### src/hdl/cpd_pkg.sv
// Shared types and constants of the command packet decoder.
package cpd_pkg;

  // Result status codes.
  typedef enum logic [2:0] {
    ST_OK         = 3'd0,
    ST_BAD_LEN    = 3'd1,
    ST_BAD_HDR    = 3'd2,
    ST_BAD_CRC    = 3'd3,
    ST_BAD_FIELDS = 3'd4
  } status_t;

  // Configuration register indexes.
  typedef enum logic [1:0] {
    REG_ARM      = 2'd0,
    REG_VELOCITY = 2'd1,
    REG_STOP     = 2'd2
  } reg_index_t;

  localparam int unsigned CFG_INDEX_W = 2;
  localparam int unsigned CFG_DATA_W  = 8;

  // Opcode numbers after reset.
  localparam logic [7:0] ARM_CODE_RESET      = 8'd1;
  localparam logic [7:0] VELOCITY_CODE_RESET = 8'd2;
  localparam logic [7:0] STOP_CODE_RESET     = 8'd3;

  // Packet layout.
  localparam logic [5:0] POS_HDR0     = 6'd0;
  localparam logic [5:0] POS_HDR1     = 6'd1;
  localparam logic [5:0] POS_HDR2     = 6'd2;
  localparam logic [5:0] POS_OPCODE   = 6'd3;
  localparam logic [5:0] POS_LAST     = 6'd35;
  localparam logic [5:0] CRC_SPAN     = 6'd32;
  localparam logic [5:0] COUNT_MAX    = 6'd37;
  localparam logic [7:0] HDR_BYTE0    = 8'h41;
  localparam logic [7:0] HDR_BYTE1    = 8'h4D;
  localparam logic [7:0] HDR_BYTE2    = 8'h01;

  // CRC32C, reflected form.
  localparam logic [31:0] CRC_POLY = 32'h82F63B78;
  localparam logic [31:0] CRC_INIT = 32'hFFFFFFFF;

  // Velocity word limits, read as signed 32-bit.
  localparam logic [31:0] VEL_MAX_WORD = 32'h00007FFF;
  localparam logic [31:0] VEL_MIN_WORD = 32'hFFFF8001;

  // Opcode numbers as configured.
  typedef struct packed {
    logic [7:0] arm_code;
    logic [7:0] velocity_code;
    logic [7:0] stop_code;
  } cfg_t;

  // One assembled packet, handed from the front to the back.
  typedef struct packed {
    status_t          status;
    logic [7:0]       opcode;
    logic [31:0]      session;
    logic [31:0]      sequence_num;
    logic [31:0]      deadline;
    logic [3:0][31:0] vel_word;
  } rec_t;

  // One result beat, laid out as it leaves on m_tdata (status lowest).
  typedef struct packed {
    logic [4:0]         pad;
    logic signed [15:0] velocity_d;
    logic signed [15:0] velocity_c;
    logic signed [15:0] velocity_b;
    logic signed [15:0] velocity_a;
    logic [31:0]        valid_until;
    logic [31:0]        sequence_res;
    logic [31:0]        session;
    logic [7:0]         opcode;
    status_t            status;
  } result_t;

endpackage

### src/hdl/cpd_front.sv
// Front end: counts packet bytes, runs the CRC, checks the header and gathers fields.
module cpd_front (
  input  logic           clk,
  input  logic           rst,
  input  logic           take,
  input  logic [7:0]     byte_in,
  input  logic           last,
  output logic           rec_push,
  output cpd_pkg::rec_t  rec
);

  logic [5:0]       byte_count;
  logic [31:0]      crc_running;
  logic             header_good;
  logic [7:0]       opcode_hold;
  logic [31:0]      session_hold;
  logic [31:0]      sequence_hold;
  logic [31:0]      deadline_hold;
  logic [3:0][31:0] vel_word;
  logic [31:0]      received_crc;
  logic [31:0]      crc_next;
  logic             header_bad;

  // One byte of the reflected CRC32C, unrolled over its eight bits.
  function automatic logic [31:0] crc_step(input logic [31:0] c, input logic [7:0] b);
    logic [31:0] x;
    x = c ^ {24'd0, b};
    for (int k = 0; k < 8; k++) begin
      x = x[0] ? ((x >> 1) ^ cpd_pkg::CRC_POLY) : (x >> 1);
    end
    return x;
  endfunction

  assign crc_next = crc_step(crc_running, byte_in);

  assign header_bad = ((byte_count == cpd_pkg::POS_HDR0) && (byte_in != cpd_pkg::HDR_BYTE0)) ||
                      ((byte_count == cpd_pkg::POS_HDR1) && (byte_in != cpd_pkg::HDR_BYTE1)) ||
                      ((byte_count == cpd_pkg::POS_HDR2) && (byte_in != cpd_pkg::HDR_BYTE2));

  // Packet position, CRC and header flag; the final beat starts a new packet.
  always_ff @(posedge clk) begin
    if (rst) begin
      byte_count  <= '0;
      crc_running <= cpd_pkg::CRC_INIT;
      header_good <= 1'b1;
    end else if (take) begin
      if (last) begin
        byte_count  <= '0;
        crc_running <= cpd_pkg::CRC_INIT;
        header_good <= 1'b1;
      end else begin
        if (byte_count != cpd_pkg::COUNT_MAX) begin
          byte_count <= byte_count + 6'd1;
        end
        if (byte_count < cpd_pkg::CRC_SPAN) begin
          crc_running <= crc_next;
        end
        if (header_bad) begin
          header_good <= 1'b0;
        end
      end
    end
  end

  // Field bytes land in their little-endian lanes; bytes past the end are dropped.
  always_ff @(posedge clk) begin
    if (take) begin
      if (byte_count == cpd_pkg::POS_OPCODE) begin
        opcode_hold <= byte_in;
      end else if (byte_count[5:2] == 4'd1) begin
        session_hold[8*byte_count[1:0] +: 8] <= byte_in;
      end else if (byte_count[5:2] == 4'd2) begin
        sequence_hold[8*byte_count[1:0] +: 8] <= byte_in;
      end else if (byte_count[5:2] == 4'd3) begin
        deadline_hold[8*byte_count[1:0] +: 8] <= byte_in;
      end else if (byte_count[5:4] == 2'd1) begin
        vel_word[byte_count[3:2]][8*byte_count[1:0] +: 8] <= byte_in;
      end else if (byte_count[5:2] == 4'd8) begin
        received_crc[8*byte_count[1:0] +: 8] <= byte_in;
      end
    end
  end

  // The packet record goes out with the final beat, whose byte is the top CRC lane.
  always_comb begin
    rec_push         = take && last;
    rec.opcode       = opcode_hold;
    rec.session      = session_hold;
    rec.sequence_num = sequence_hold;
    rec.deadline     = deadline_hold;
    rec.vel_word     = vel_word;
    if (byte_count != cpd_pkg::POS_LAST) begin
      rec.status = cpd_pkg::ST_BAD_LEN;
    end else if (!header_good) begin
      rec.status = cpd_pkg::ST_BAD_HDR;
    end else if ({byte_in, received_crc[23:0]} != ~crc_running) begin
      rec.status = cpd_pkg::ST_BAD_CRC;
    end else begin
      rec.status = cpd_pkg::ST_OK;
    end
  end

endmodule

### src/hdl/cpd_queue.sv
// Short FIFO of packet records between the front and the back.
module cpd_queue #(
  parameter int unsigned WIDTH = 8,
  parameter int unsigned DEPTH = 2
) (
  input  logic             clk,
  input  logic             rst,
  input  logic             push,
  input  logic [WIDTH-1:0] push_data,
  output logic             full,
  input  logic             pop,
  output logic [WIDTH-1:0] pop_data,
  output logic             empty
);

  localparam int unsigned PTR_W = (DEPTH > 1) ? $clog2(DEPTH) : 1;
  localparam int unsigned CNT_W = $clog2(DEPTH + 1);

  logic [WIDTH-1:0] mem [DEPTH];
  logic [PTR_W-1:0] wr_ptr;
  logic [PTR_W-1:0] rd_ptr;
  logic [CNT_W-1:0] count;
  logic             do_push;
  logic             do_pop;

  assign full     = (count == CNT_W'(DEPTH));
  assign empty    = (count == '0);
  assign do_push  = push && !full;
  assign do_pop   = pop && !empty;
  assign pop_data = mem[rd_ptr];

  // Pointers and fill level.
  always_ff @(posedge clk) begin
    if (rst) begin
      wr_ptr <= '0;
      rd_ptr <= '0;
      count  <= '0;
    end else begin
      if (do_push) begin
        wr_ptr <= (wr_ptr == PTR_W'(DEPTH - 1)) ? '0 : wr_ptr + PTR_W'(1);
      end
      if (do_pop) begin
        rd_ptr <= (rd_ptr == PTR_W'(DEPTH - 1)) ? '0 : rd_ptr + PTR_W'(1);
      end
      if (do_push && !do_pop) begin
        count <= count + CNT_W'(1);
      end else if (do_pop && !do_push) begin
        count <= count - CNT_W'(1);
      end
    end
  end

  // Entry storage.
  always_ff @(posedge clk) begin
    if (do_push) begin
      mem[wr_ptr] <= push_data;
    end
  end

endmodule

### src/hdl/cpd_back.sv
// Back end: validates the decoded fields and holds the result beat for the receiver.
module cpd_back (
  input  logic              clk,
  input  logic              rst,
  input  cpd_pkg::cfg_t     cfg,
  input  logic              rec_valid,
  input  cpd_pkg::rec_t     rec,
  output logic              rec_pop,
  output logic              res_valid,
  input  logic              res_ready,
  output cpd_pkg::result_t  res
);

  logic              fields_ok;
  logic [3:0]        vel_ok;
  cpd_pkg::status_t  status;
  cpd_pkg::result_t  res_next;

  // Per-word velocity checks: in range, and zero unless this is a velocity command.
  always_comb begin
    for (int i = 0; i < 4; i++) begin
      vel_ok[i] = ((rec.vel_word[i] <= cpd_pkg::VEL_MAX_WORD) ||
                   (rec.vel_word[i] >= cpd_pkg::VEL_MIN_WORD)) &&
                  ((rec.opcode == cfg.velocity_code) || (rec.vel_word[i] == '0));
    end
  end

  assign fields_ok = (rec.session != '0) &&
                     (rec.opcode >= cfg.arm_code) && (rec.opcode <= cfg.stop_code) &&
                     !((rec.opcode == cfg.arm_code) && (rec.sequence_num != '0)) &&
                     (&vel_ok);

  // Final status; a failed packet carries zeros in every other field.
  always_comb begin
    if (rec.status != cpd_pkg::ST_OK) begin
      status = rec.status;
    end else if (!fields_ok) begin
      status = cpd_pkg::ST_BAD_FIELDS;
    end else begin
      status = cpd_pkg::ST_OK;
    end
    res_next = '0;
    res_next.status = status;
    if (status == cpd_pkg::ST_OK) begin
      res_next.opcode       = rec.opcode;
      res_next.session      = rec.session;
      res_next.sequence_res = rec.sequence_num;
      res_next.valid_until  = rec.deadline;
      res_next.velocity_a   = $signed(rec.vel_word[0][15:0]);
      res_next.velocity_b   = $signed(rec.vel_word[1][15:0]);
      res_next.velocity_c   = $signed(rec.vel_word[2][15:0]);
      res_next.velocity_d   = $signed(rec.vel_word[3][15:0]);
    end
  end

  // Output register loads whenever it is empty or its beat is being taken.
  assign rec_pop = rec_valid && (!res_valid || res_ready);

  always_ff @(posedge clk) begin
    if (rst) begin
      res_valid <= 1'b0;
    end else if (!res_valid || res_ready) begin
      res_valid <= rec_valid;
    end
  end

  always_ff @(posedge clk) begin
    if (rec_pop) begin
      res <= res_next;
    end
  end

endmodule

### src/hdl/command_packet_decoder_core.sv
// Command packet decoder: byte stream in, one decoded result beat per packet out.
//
// The slave channel (s_tvalid, s_tready, s_tdata, s_tlast) takes one packet byte per
// beat, s_tlast marking the final byte. Each beat with s_tlast yields exactly one
// beat on the master channel (m_tvalid, m_tready, m_tdata) carrying a status and the
// decoded fields; a packet is good only at 36 bytes with the 'A','M',1 header, a
// matching CRC32C over bytes 0..31 and valid fields. Non-ok results carry zeros.
// Throughput is one byte per cycle while s_tready is high; the CRC of a byte is
// computed in that cycle. The edge that takes the final byte writes the record queue;
// the validated result is loaded into the output register once the record heads the
// queue and that register is empty or its beat is being taken.
// The queue between the byte front end and the validator holds QUEUE_DEPTH packets,
// so when m_tready is low the input keeps flowing until that many results wait
// behind the output register; s_tready then drops until the receiver takes a beat.
// The opcode numbers are to be written via cfg_we/cfg_index/cfg_data while idle; the
// block does not enforce it. Reset clears the byte position, CRC, header flag, queue
// and output valid, and returns the opcode numbers to arm 1, velocity 2, stop 3.
module command_packet_decoder_core #(
  parameter int unsigned QUEUE_DEPTH = 2
) (
  input  logic                           clk,
  input  logic                           rst,
  input  logic                           s_tvalid,
  output logic                           s_tready,
  input  logic [7:0]                     s_tdata,   // byte_in
  input  logic                           s_tlast,
  output logic                           m_tvalid,
  input  logic                           m_tready,
  // status[2:0], opcode[10:3], session[42:11], sequence_res[74:43],
  // valid_until[106:75], velocity_a..velocity_d[170:107], zeros[175:171]
  output logic [175:0]                   m_tdata,
  input  logic                           cfg_we,
  input  logic [cpd_pkg::CFG_INDEX_W-1:0] cfg_index,
  input  logic [cpd_pkg::CFG_DATA_W-1:0]  cfg_data
);

  localparam int unsigned REC_W = $bits(cpd_pkg::rec_t);

  cpd_pkg::cfg_t     cfg;
  cpd_pkg::rec_t     front_rec;
  cpd_pkg::rec_t     back_rec;
  cpd_pkg::result_t  res;
  logic              take;
  logic              q_push;
  logic              q_full;
  logic              q_empty;
  logic              q_pop;
  logic [REC_W-1:0]  q_out;

  // Opcode number registers.
  always_ff @(posedge clk) begin
    if (rst) begin
      cfg.arm_code      <= cpd_pkg::ARM_CODE_RESET;
      cfg.velocity_code <= cpd_pkg::VELOCITY_CODE_RESET;
      cfg.stop_code     <= cpd_pkg::STOP_CODE_RESET;
    end else if (cfg_we) begin
      unique case (cpd_pkg::reg_index_t'(cfg_index))
        cpd_pkg::REG_ARM:      cfg.arm_code      <= cfg_data;
        cpd_pkg::REG_VELOCITY: cfg.velocity_code <= cfg_data;
        cpd_pkg::REG_STOP:     cfg.stop_code     <= cfg_data;
        default: ;
      endcase
    end
  end

  // Input beats are taken while the record queue has room.
  assign s_tready = !q_full;
  assign take     = s_tvalid && s_tready;

  cpd_front u_front (
    .clk      (clk),
    .rst      (rst),
    .take     (take),
    .byte_in  (s_tdata),
    .last     (s_tlast),
    .rec_push (q_push),
    .rec      (front_rec)
  );

  cpd_queue #(
    .WIDTH (REC_W),
    .DEPTH (QUEUE_DEPTH)
  ) u_queue (
    .clk       (clk),
    .rst       (rst),
    .push      (q_push),
    .push_data (front_rec),
    .full      (q_full),
    .pop       (q_pop),
    .pop_data  (q_out),
    .empty     (q_empty)
  );

  assign back_rec = cpd_pkg::rec_t'(q_out);

  cpd_back u_back (
    .clk       (clk),
    .rst       (rst),
    .cfg       (cfg),
    .rec_valid (!q_empty),
    .rec       (back_rec),
    .rec_pop   (q_pop),
    .res_valid (m_tvalid),
    .res_ready (m_tready),
    .res       (res)
  );

  assign m_tdata = res;

`ifndef SYNTHESIS
  // A record is never offered to a full queue.
  a_no_push_full: assert property (@(posedge clk) disable iff (rst) q_full |-> !q_push)
    else $error("packet record pushed into a full queue");

  // Status codes stay within the defined set.
  a_status_range: assert property (@(posedge clk) disable iff (rst)
    m_tvalid |-> (m_tdata[2:0] <= cpd_pkg::ST_BAD_FIELDS))
    else $error("result status out of range");

  // A failed packet carries zeros in every other field.
  a_fail_zero: assert property (@(posedge clk) disable iff (rst)
    (m_tvalid && (m_tdata[2:0] != cpd_pkg::ST_OK)) |-> (m_tdata[175:3] == '0))
    else $error("failed packet carries nonzero fields");

  // No result appears in the cycle after reset.
  a_reset_idle: assert property (@(posedge clk) $past(rst) |-> !m_tvalid)
    else $error("result valid right after reset");
`endif

endmodule
### config.mk
export PLATFORM = sky130hd
export DESIGN_NAME = command_packet_decoder_core
export DESIGN_NICKNAME = d
export VERILOG_FILES = /design/src/hdl/cpd_pkg.sv /design/src/hdl/cpd_front.sv /design/src/hdl/cpd_queue.sv /design/src/hdl/cpd_back.sv /design/src/hdl/command_packet_decoder_core.sv
export SDC_FILE = /design/constraint.sdc
export NUM_CORES = 1
export LEC_CHECK = 0
export ABC_AREA = 1
export BUFFER_PORTS_ARGS = -buffer_cell sky130_fd_sc_hd__buf_2
export CAP_MARGIN = 20
export CORE_MARGIN = 2
export CORE_UTILIZATION = 60
export CTS_BUF_LIST = sky130_fd_sc_hd__clkbuf_2 sky130_fd_sc_hd__clkbuf_4 sky130_fd_sc_hd__clkbuf_8
export DETAILED_ROUTE_END_ITERATION = 16
export PLACE_DENSITY = 0.78
export SYNTH_ARGS = -nofsm -noshare
export SYNTH_HDL_FRONTEND = slang
export SYNTH_HIERARCHICAL = 1
export SYNTH_SLANG_ARGS = --single-unit
### constraint.sdc
create_clock -name clk -period 41.4 [get_ports clk]
set_input_delay 10.35 -clock clk [delete_from_list [all_inputs] [get_ports clk]]
set_output_delay 10.35 -clock clk [all_outputs]
set_load 0.02 [all_outputs]
Yosys cells after proc, flatten, opt, wreduce, memory -nomap -nowiden
Memory sizes are Yosys's and may differ from the RTL's. A register that Yosys moved wholly into a read port is not among the register bits.
Index checks and enable logic that the tools add are counted.
{ "totals": {"ff_bits": 503, "latch_bits": 0, "ram_bits": 468, "romBits": 0, "word_cells": 183, "n_memories": 1} }
{ "mem_list": {"columns": ["memory", "depth", "width", "rd", "rd_clocked_by_memory_dff", "wr", "line_no", "source"], "rows": [
  ["u_queue.mem", 2, 234, 1, 1, 1, "cpd_queue.sv:19", "logic [WIDTH-1:0] mem [DEPTH];"]
]} }
{ "classes": {"addsub": 6, "n_mul": 0, "n_div": 0, "order_cmp": 13, "eq_ne": 19, "shift": 2, "n_mux": 34, "bitwise": 15, "reduce_logical": 65} }
{ "ops": {"columns": ["operator", "n"], "rows": [
  ["32-bit 2-to-1 mux", 11],
  ["16-bit inverter with 17-bit output", 8],
  ["128-bit bitwise mux", 1],
  ["32-bit bitwise mux", 4],
  ["32-bit greater-or-equal comparator (second input constant)", 4],
  ["32-bit by 15-bit less-or-equal comparator with 1-bit output (second input constant)", 4],
  ["32-bit zero test", 4],
  ["32-bit demux with 2-bit select", 1],
  ["32-bit nonzero test", 2],
  ["5-bit negator with 34-bit output", 1],
  ["8-bit by 34-bit variable shift with 32-bit output (first input constant)", 1],
  ["8-bit by 34-bit indexed part select with 32-bit output", 1],
  ["32-bit inequality test", 1],
  ["32-bit inverter", 1],
  ["32-bit by 8-bit XOR with 32-bit output", 1],
  ["1-bit logical AND", 20],
  ["8-bit == test", 2],
  ["8-bit by 7-bit inequality test with 1-bit output (second input constant)", 2],
  ["2-bit AND reduction", 7],
  ["6-bit by 2-bit == test with 1-bit output (second input constant)", 2],
  ["6-bit 2-to-1 mux", 2],
  ["6-bit inequality test (second input constant)", 2],
  ["1-bit logical OR", 11],
  ["2-bit 2-to-1 mux", 5],
  ["other kinds (30)", 56]
]} }

Depth between registers and ports, before layout
Gate-level depths: netlist (run 1).
{ "logic_depth": {"word_depth": 19, "mapped_depth": 19, "depth_no_buf": 16} }

By module
The synthesis (run 1) kept the hierarchy.
{ "modules_own_cells": {"columns": ["mod", "n_inst", "cells_per_inst", "area_each_um2", "seq_area_each_um2"], "rows": [
  ["cpd_queue", 1, 768, 17808.3, 14213.6],
  ["cpd_front", 1, 982, 11825.1, 8468.1],
  ["cpd_back", 1, 917, 8330.5, 5154.9],
  ["command_packet_decoder_core", 1, 154, 1038.5, 480.5]
]} }

Worst setup path after synthesis (run 1)
OpenSTA, ideal clock, no wires.
{ "synth_path": {"path_type": "input to register", "from": "in s_tvalid", "to": "mem u_queue/mem[0][0] in the netlist's numbering (enable)", "setup_time_ps": 836, "arrival_time_ps": 20614, "required_time_ps": 40564, "setup_slack_ps": 19950, "path_stages": 6, "n_path_buf": 0, "cell_sequence": "inv_1 -> nor2_1 -> nand2_1 -> inv_1 -> o21ai_0 -> nor2_1"} }
{ "synth_between": {"elab_chain_cells": 5} }
{ "synth_rtl": {"columns": ["item", "line_no", "source"], "rows": [
  ["start: declaration", "command_packet_decoder_core.sv:23", "input logic s_tvalid,"],
  ["1-bit logical AND", "command_packet_decoder_core.sv:68", "assign take = s_tvalid && s_tready;"],
  ["via take", "command_packet_decoder_core.sv:43", "logic take;"],
  ["1-bit logical AND", "cpd_front.sv:86", "rec_push = take && last;"],
  ["via q_push", "command_packet_decoder_core.sv:44", "logic q_push;"],
  ["1-bit logical AND", "cpd_queue.sv:28", "assign do_push = push && !full;"],
  ["1-bit 2-to-1 mux", "cpd_queue.sv:55", "if (do_push) begin"],
  ["1-bit 2-to-1 mux (not written as such)", "cpd_queue.sv:56", "mem[wr_ptr] <= push_data;"],
  ["end: declaration", "cpd_queue.sv:19", null]
]} }
The timed path passes the listed nets, and every way through them passes these cells.

Final worst setup path (run 1)
{ "layout_path": {"from": "in s_tvalid", "to": "mem u_queue/mem[0][137] in the netlist's numbering (enable)"} }
Same word-level chain as after synthesis.

==> impl_metrics.tcl, run 1 <==
set metrics [dict create \
    cts_tree "done" \
    cts-resized-gates 0 \
    syn-cell-area_um2 39000 \
    antenna_found_initial 4 \
    period_share_pct 32.85 \
    routed_wl_um 84010 \
    hold_viol_final 0 \
    grt_pass1_wl_um 124000 \
    clock-sinks 966 \
    syn2layout_area_growth_pct 11.74 \
    drc_errors 0 \
    fill_cells 4188 \
    reg2reg_depth 14 \
    die_w_um 259.0 \
    period_needed_ps 13600 \
    drtAntennaViolNets 0 \
    rows 93 \
    setup-tns-final_ps 0 \
    hpwl_um 54990 \
    dr.pass1.iters 6 \
    fin_nets 3174 \
    die_h_um 259.0 \
    avgViaCountPerCell 5.442 \
    grt_max_degree 132 \
    grtUsageTotal_pct 24.91 \
    finalMaxSlewViolations 0 \
    place.gp.congestion 0.9020 \
    hold-worst-slack_ps 431.4 \
    seq_area_frac_synth_pct 72.60 \
    cp.arrival_ps 14050 \
    outcome "completed" \
    overflow 0 \
    ys.flop_type "edfxtp_1" \
    ir_drop_uv 58.41 \
    drt-initial-drc-count 2306 \
    io_pins 202 \
    syn_avg_cell_area_um2 13.83 \
    synth_area_leaders "edfxtp_1 (69%), mux2_4 (5.8%), nand2_1 (4.2%)" \
    synth_cells 2821 \
    dp.cells 3829 \
    r2r_end "u_back/res[136]$_SDFFCE_PP0P_" \
    detailroute.via_count 22250 \
    critPathCaptureType "flip-flop" \
    required_ps 41850 \
    ctsHoldBuffers 0 \
    hold_depth 0 \
    cts_max_path_buffers 3 \
    synth-warning-count 6 \
    initial_core_util_pct 60.61 \
    core-area_um2 64350 \
    setup_viol 0 \
    synth_commonest_cells "edfxtp_1 (897), nand2_1 (438), nor2_1 (409)" \
    worstSkewPairLatency_ps 780 \
    cap_violations 0 \
    postCtsSetupBuffers 0 \
    numCtsBuffers 145 \
    cts.clk_slew.worst_paths_ps 60 \
    worstMarginPinSlew_ps 1106 \
    skew_ps 26.52 \
    grt_pass1_vias 21990 \
    critical_path.max_fanout 72 \
    holdCritPathClass "reg -> reg" \
    r2r_slack_ps 35940 \
    slew_headroom_pct 26.29 \
    hold_start "u_front/rec[22]$_DFFE_PP_" \
    worstHoldEndpoint "u_queue/mem[1][22]$_DFFE_PP_" \
    synth_edf_count 897 \
    instances_no_fill 4088 \
    drive_gt1_share_pct 23.08 \
    avgRoutedWirePerCell_um 20.55 \
    cts_htree_levels 4 \
    path_class "in -> reg" \
    fmax_mhz 73.54 \
    synth_cell_types 36 \
    async_flop_share_pct 0 \
    synth_area_leader_cell "edfxtp_1" \
    post-synth-top-count-cell "edfxtp_1" \
    die-area_um2 67060 \
    p_leak_nw 17.08 \
    p_per_area_nw_per_um2 63.84 \
    rsz0062_at_grt "no" \
    root_buffer "clkbuf_8" \
    port_buffers 196 \
    yosysTopAreaCellShare_pct 69.06 \
    yosys_register_bits 966 \
    critPathLaunchType "input pin" \
]
critical path: stages:
cell	delay (ps)
buf_2	80
inv_1	40
nor2_1	330
nand2_1	120
inv_1	110
o21ai_0	280
nor2_4	150
buf_4	700
buf_4	400
buf_16	350
buf_4	650
buf_12	310
placed cells by master, fill, tap and decap left out, drive strengths merged, types with 40 or more instances in the layout:
cell	count
buf	229
inv	345
nor2	411
clkbuf	189
mux2	235
clkinv	49
nand2	457
edfxtp	897
xor2	50
nand3	107
o21ai	40
dfxtp	69
how the worst max path moves through the flow:
stage,endpoint,start,slack [ps]
detailed placement,u_queue/mem[0][129]$_DFFE_PP_,s_tvalid,26640
floorplan,u_queue/mem[0][0]$_DFFE_PP_,s_tvalid,19950
global placement,u_queue/mem[0][130]$_DFFE_PP_,s_tvalid,26690
global route,u_queue/mem[0][12]$_DFFE_PP_,s_tvalid,27610
finish,u_queue/mem[0][137]$_DFFE_PP_,s_tvalid,27800
CTS,u_queue/mem[0][12]$_DFFE_PP_,s_tvalid,27460
cell type report:
class / count / area (µm²) / share of cell area, %
clock inverter: 63 / 365.4 / 0.8383
inverter: 341 / 1280 / 2.937
clock buffer: 188 / 2331 / 5.349
multi-input combinational: 1444 / 8860 / 20.33
tap: 855 / 1070 / 2.455
sequential: 966 / 28320 / 64.99
timing repair buffer: 230 / 1351 / 3.101
antenna: 1 / 2.502 / 0.005742
cells by family (layout without fill, tap and decap cells):
kind of cell | after synthesis | after routing | share of synthesized area [%]
xor gates and xnor gates | 74 | 74 | 1.681
other | 2 | 7 | 0.01926
and+or+nand+nor | 1031 | 1031 | 10.93
muxes | 235 | 235 | 8.229
DFF | 966 | 966 | 72.60
adders and majority gates | 22 | 22 | 0.7058
buffers and inverters | 415 | 822 | 4.806
AOI/OAI and AO/OA | 76 | 76 | 1.027
metrics by stage:
| step | util, % | instance area (µm²) | power (W) | setup WS (ps) |
|---|---|---|---|---|
| floorplan | - | 39020 | 0.001889 | 19950 |
| global placement | 63.28 | 40720 | 0.002041 | 26690 |
| detailed placement | 63.30 | 40730 | 0.002065 | 26640 |
| CTS | 67.49 | 43430 | 0.002789 | 27460 |
| global route | 67.73 | 43580 | 0.002909 | 27610 |
| finish | 67.73 | 43580 | 0.002782 | 27800 |
per-layer routing:
layer	GRT usage [%]	vias to the layer above	share of wire (%)
li1	-	10250	-
met1	32.49	10810	39
met2	41.58	990	50
met3	4.872	192	7.8
met4	9.794	2	3.1
met5	0	-	0.019
state kept, by name (all words and copies together), names as in the netlist, 6 cells and up, named ones only:
| register | cells |
|---|---|
| cfg | 24 |
| u_back/res | 171 |
| u_front/byte_count | 6 |
| u_front/crc_running | 32 |
| u_front/deadline_hold | 32 |
| u_front/opcode_hold | 8 |
| u_front/rec | 128 |
| u_front/received_crc | 24 |
| u_front/sequence_hold | 32 |
| u_front/session_hold | 32 |
| u_queue/mem | 470 |
power by group:
group / switching [W] / internal, W
clock network: 0.000347 / 0.000380
logic: 0.000491 / 0.000275
registers: 0.0000629 / 0.00123
total: 0.000901 / 0.00188
Power figures use the tool's default switching activity.
==> run 2: changes to the inputs <==
clock period = 12.8 ns   (was 41.4 ns; I/O delays follow)
==> run 2 against run 1 <==
  * Sequential power increased to 3.2 times the previous value
  * Non-clock buffer count shrank 13
  * Register-to-register slack got worse by 29000 ps
  * Flip-flop and latch count is the same
  * First-iteration DRC count grew 6.7%
==> impl_metrics.tcl, run 2 (synthesized netlist as in run 1, its figures left out) <==
set metrics [dict create \
    postCtsSetupBuffers 0 \
    largest_register "u_queue/mem" \
    grt_pass1_vias 21970 \
    largest_reg_flops 470 \
    hold_start "u_front/rec[86]$_DFFE_PP_" \
    critPathCaptureType "flip-flop" \
    die_w_um 259.0 \
    slew_headroom_pct 12.47 \
    grt_max_degree 180 \
    period_needed_ps 5569 \
    routed_wl_um 85300 \
    drive_gt1_share_pct 23.47 \
    path_delay_family "buffers and inverters" \
    slowest_delay_ps 700 \
    die-area_um2 67060 \
    rsz0062_at_grt "no" \
    ir_drop_uv 223.4 \
    cts.clk_slew.worst_paths_ps 60 \
    internal_power_w 0.006180 \
    dr.pass1.iters 7 \
    p_leak_nw 17.14 \
    required_ps 13180 \
    port_buffers 196 \
    skew_ps 33.43 \
    die_h_um 259.0 \
    p_per_area_nw_per_um2 209.1 \
    crit_chain "buf_2 > inv_1 > nor2_1 > nand2_1 > inv_1 > o21ai_0 > nor2_4 > buf_4 > buf_12" \
    numCtsBuffers 147 \
    avgRoutedWirePerCell_um 20.83 \
    layout_commonest_cell "edfxtp_1" \
    clockPowerShare_pct 27.1 \
    reg_top3 "u_queue/mem: 470 flops, u_back/res: 171 flops, u_front/rec: 128 flops" \
    drtAntennaViolNets 0 \
    io_pins 202 \
    detailroute.via_count 22320 \
    holdCritPathClass "reg -> reg" \
    hold-worst-slack_ps 434.8 \
    timing.critical_path.mode_cell "inv_1" \
    critical_path.max_fanout 179 \
    power_w 0.009121 \
    cts-resized-gates 0 \
    drt-initial-drc-count 2461 \
    setup_viol 0 \
    cp_slowest_cell "buf_12" \
    drc_errors 0 \
    p_comb_share_pct 27.0 \
    place.gp.congestion 0.9322 \
    period_share_pct 43.51 \
    cap_violations 0 \
    cts_htree_levels 4 \
    p_sw_w 0.002941 \
    antenna_found_initial 2 \
    path_buf_inv 5 \
    cp.arrival_ps 5950 \
    finalMaxSlewViolations 0 \
    syn2layout_area_growth_pct 11.86 \
    core-area_um2 64350 \
    fin_nets 3163 \
    setup-tns-final_ps 0 \
    overflow 0 \
    layout_common_cells "edfxtp_1 (897), nand2_1 (438), nor2_1 (407), inv_1 (309), buf_2 (196)" \
    outcome "completed" \
    critPathLaunch "s_tvalid" \
    root_buffer "clkbuf_8" \
    grtUsageTotal_pct 25.38 \
    fmax_mhz 179.6 \
    ctsHoldBuffers 0 \
    initial_core_util_pct 60.61 \
    hpwl_um 54740 \
    rows 93 \
    cts_tree "done" \
    grt_pass1_wl_um 126500 \
    hold_viol_final 0 \
    worstSkewPairLatency_ps 790 \
    swShare_pct 32.24 \
    cts_max_path_buffers 3 \
    avgViaCountPerCell 5.452 \
    worstMarginPinSlew_ps 1308 \
    clock-sinks 966 \
    critPathLaunchType "input pin" \
    path_class "in -> reg" \
    pwr-share-seq_pct 45.9 \
]
-- run 2: cell types whose count changed in the layout (fill, tap and decap cells not counted), sizes merged --
cell      change
bufinv        -1
buf          -12
clkbuf       +27
clkinv        -2
clkinvlp      -6
diode         +1
-- run 2: layout make-up --
class / instances / area, µm²
well taps: 855 / 1070
clock buffers: 216 / 2604
repair buffers: 217 / 1192
fillers: 4175 / 20720
inverters: 341 / 1280
clock inverters: 54 / 296.5
flip-flops and latches: 966 / 28320
diodes: 2 / 5.005
multi-input cells: 1444 / 8860
-- run 2: worst reg2reg max path: cells and delay by family (launching register included) --
kind,cells,cell delay (ps)
DFF,1,910
muxes,1,590
and+or+nand+nor,12,2410
buffers and inverters,3,1480
-- run 2: power groups by stage --
| stage | registers, W | clock network (W) | logic (W) |
|---|---|---|---|
| detailed placement | 0.00424 | 0 | 0.00243 |
| global placement | 0.00422 | 0 | 0.00238 |
| finish | 0.00419 | 0.00247 | 0.00246 |
| floorplan | 0.00460 | 0 | 0.00148 |
| CTS | 0.00419 | 0.00251 | 0.00245 |
| global route | 0.00423 | 0.00264 | 0.00265 |
-- run 2: final timing paths --
check | to | slack [ps] | depth (start not counted)
min | u_queue/mem[0][86]$_DFFE_PP_ | 430 | 0
max | u_queue/mem[0][199]$_DFFE_PP_ | 7230 | 9
min reg2reg | u_queue/mem[0][86]$_DFFE_PP_ | 430 | 0
max reg2reg | u_back/res[135]$_SDFFCE_PP0P_ | 7240 | 16
-- run 2: through the flow --
step,worst slack [ps],utilization (%),area (µm²),std cells
floorplan,-1500,-,39020,2825
global placement,6523,63.24,40700,3820
detailed placement,6525,63.26,40710,3821
CTS,7310,67.77,43610,4091
global route,6967,67.80,43630,4094
finish,7231,67.80,43630,4095
-- run 2: per-layer routing --
metal	vias to the layer above	global-route usage [%]	wire, µm
met5	-	0	0
li1	10250	-	-
met2	1026	42.08	42300
met3	206	5.409	6823
met1	10850	33.21	33460
met4	0	9.586	2725
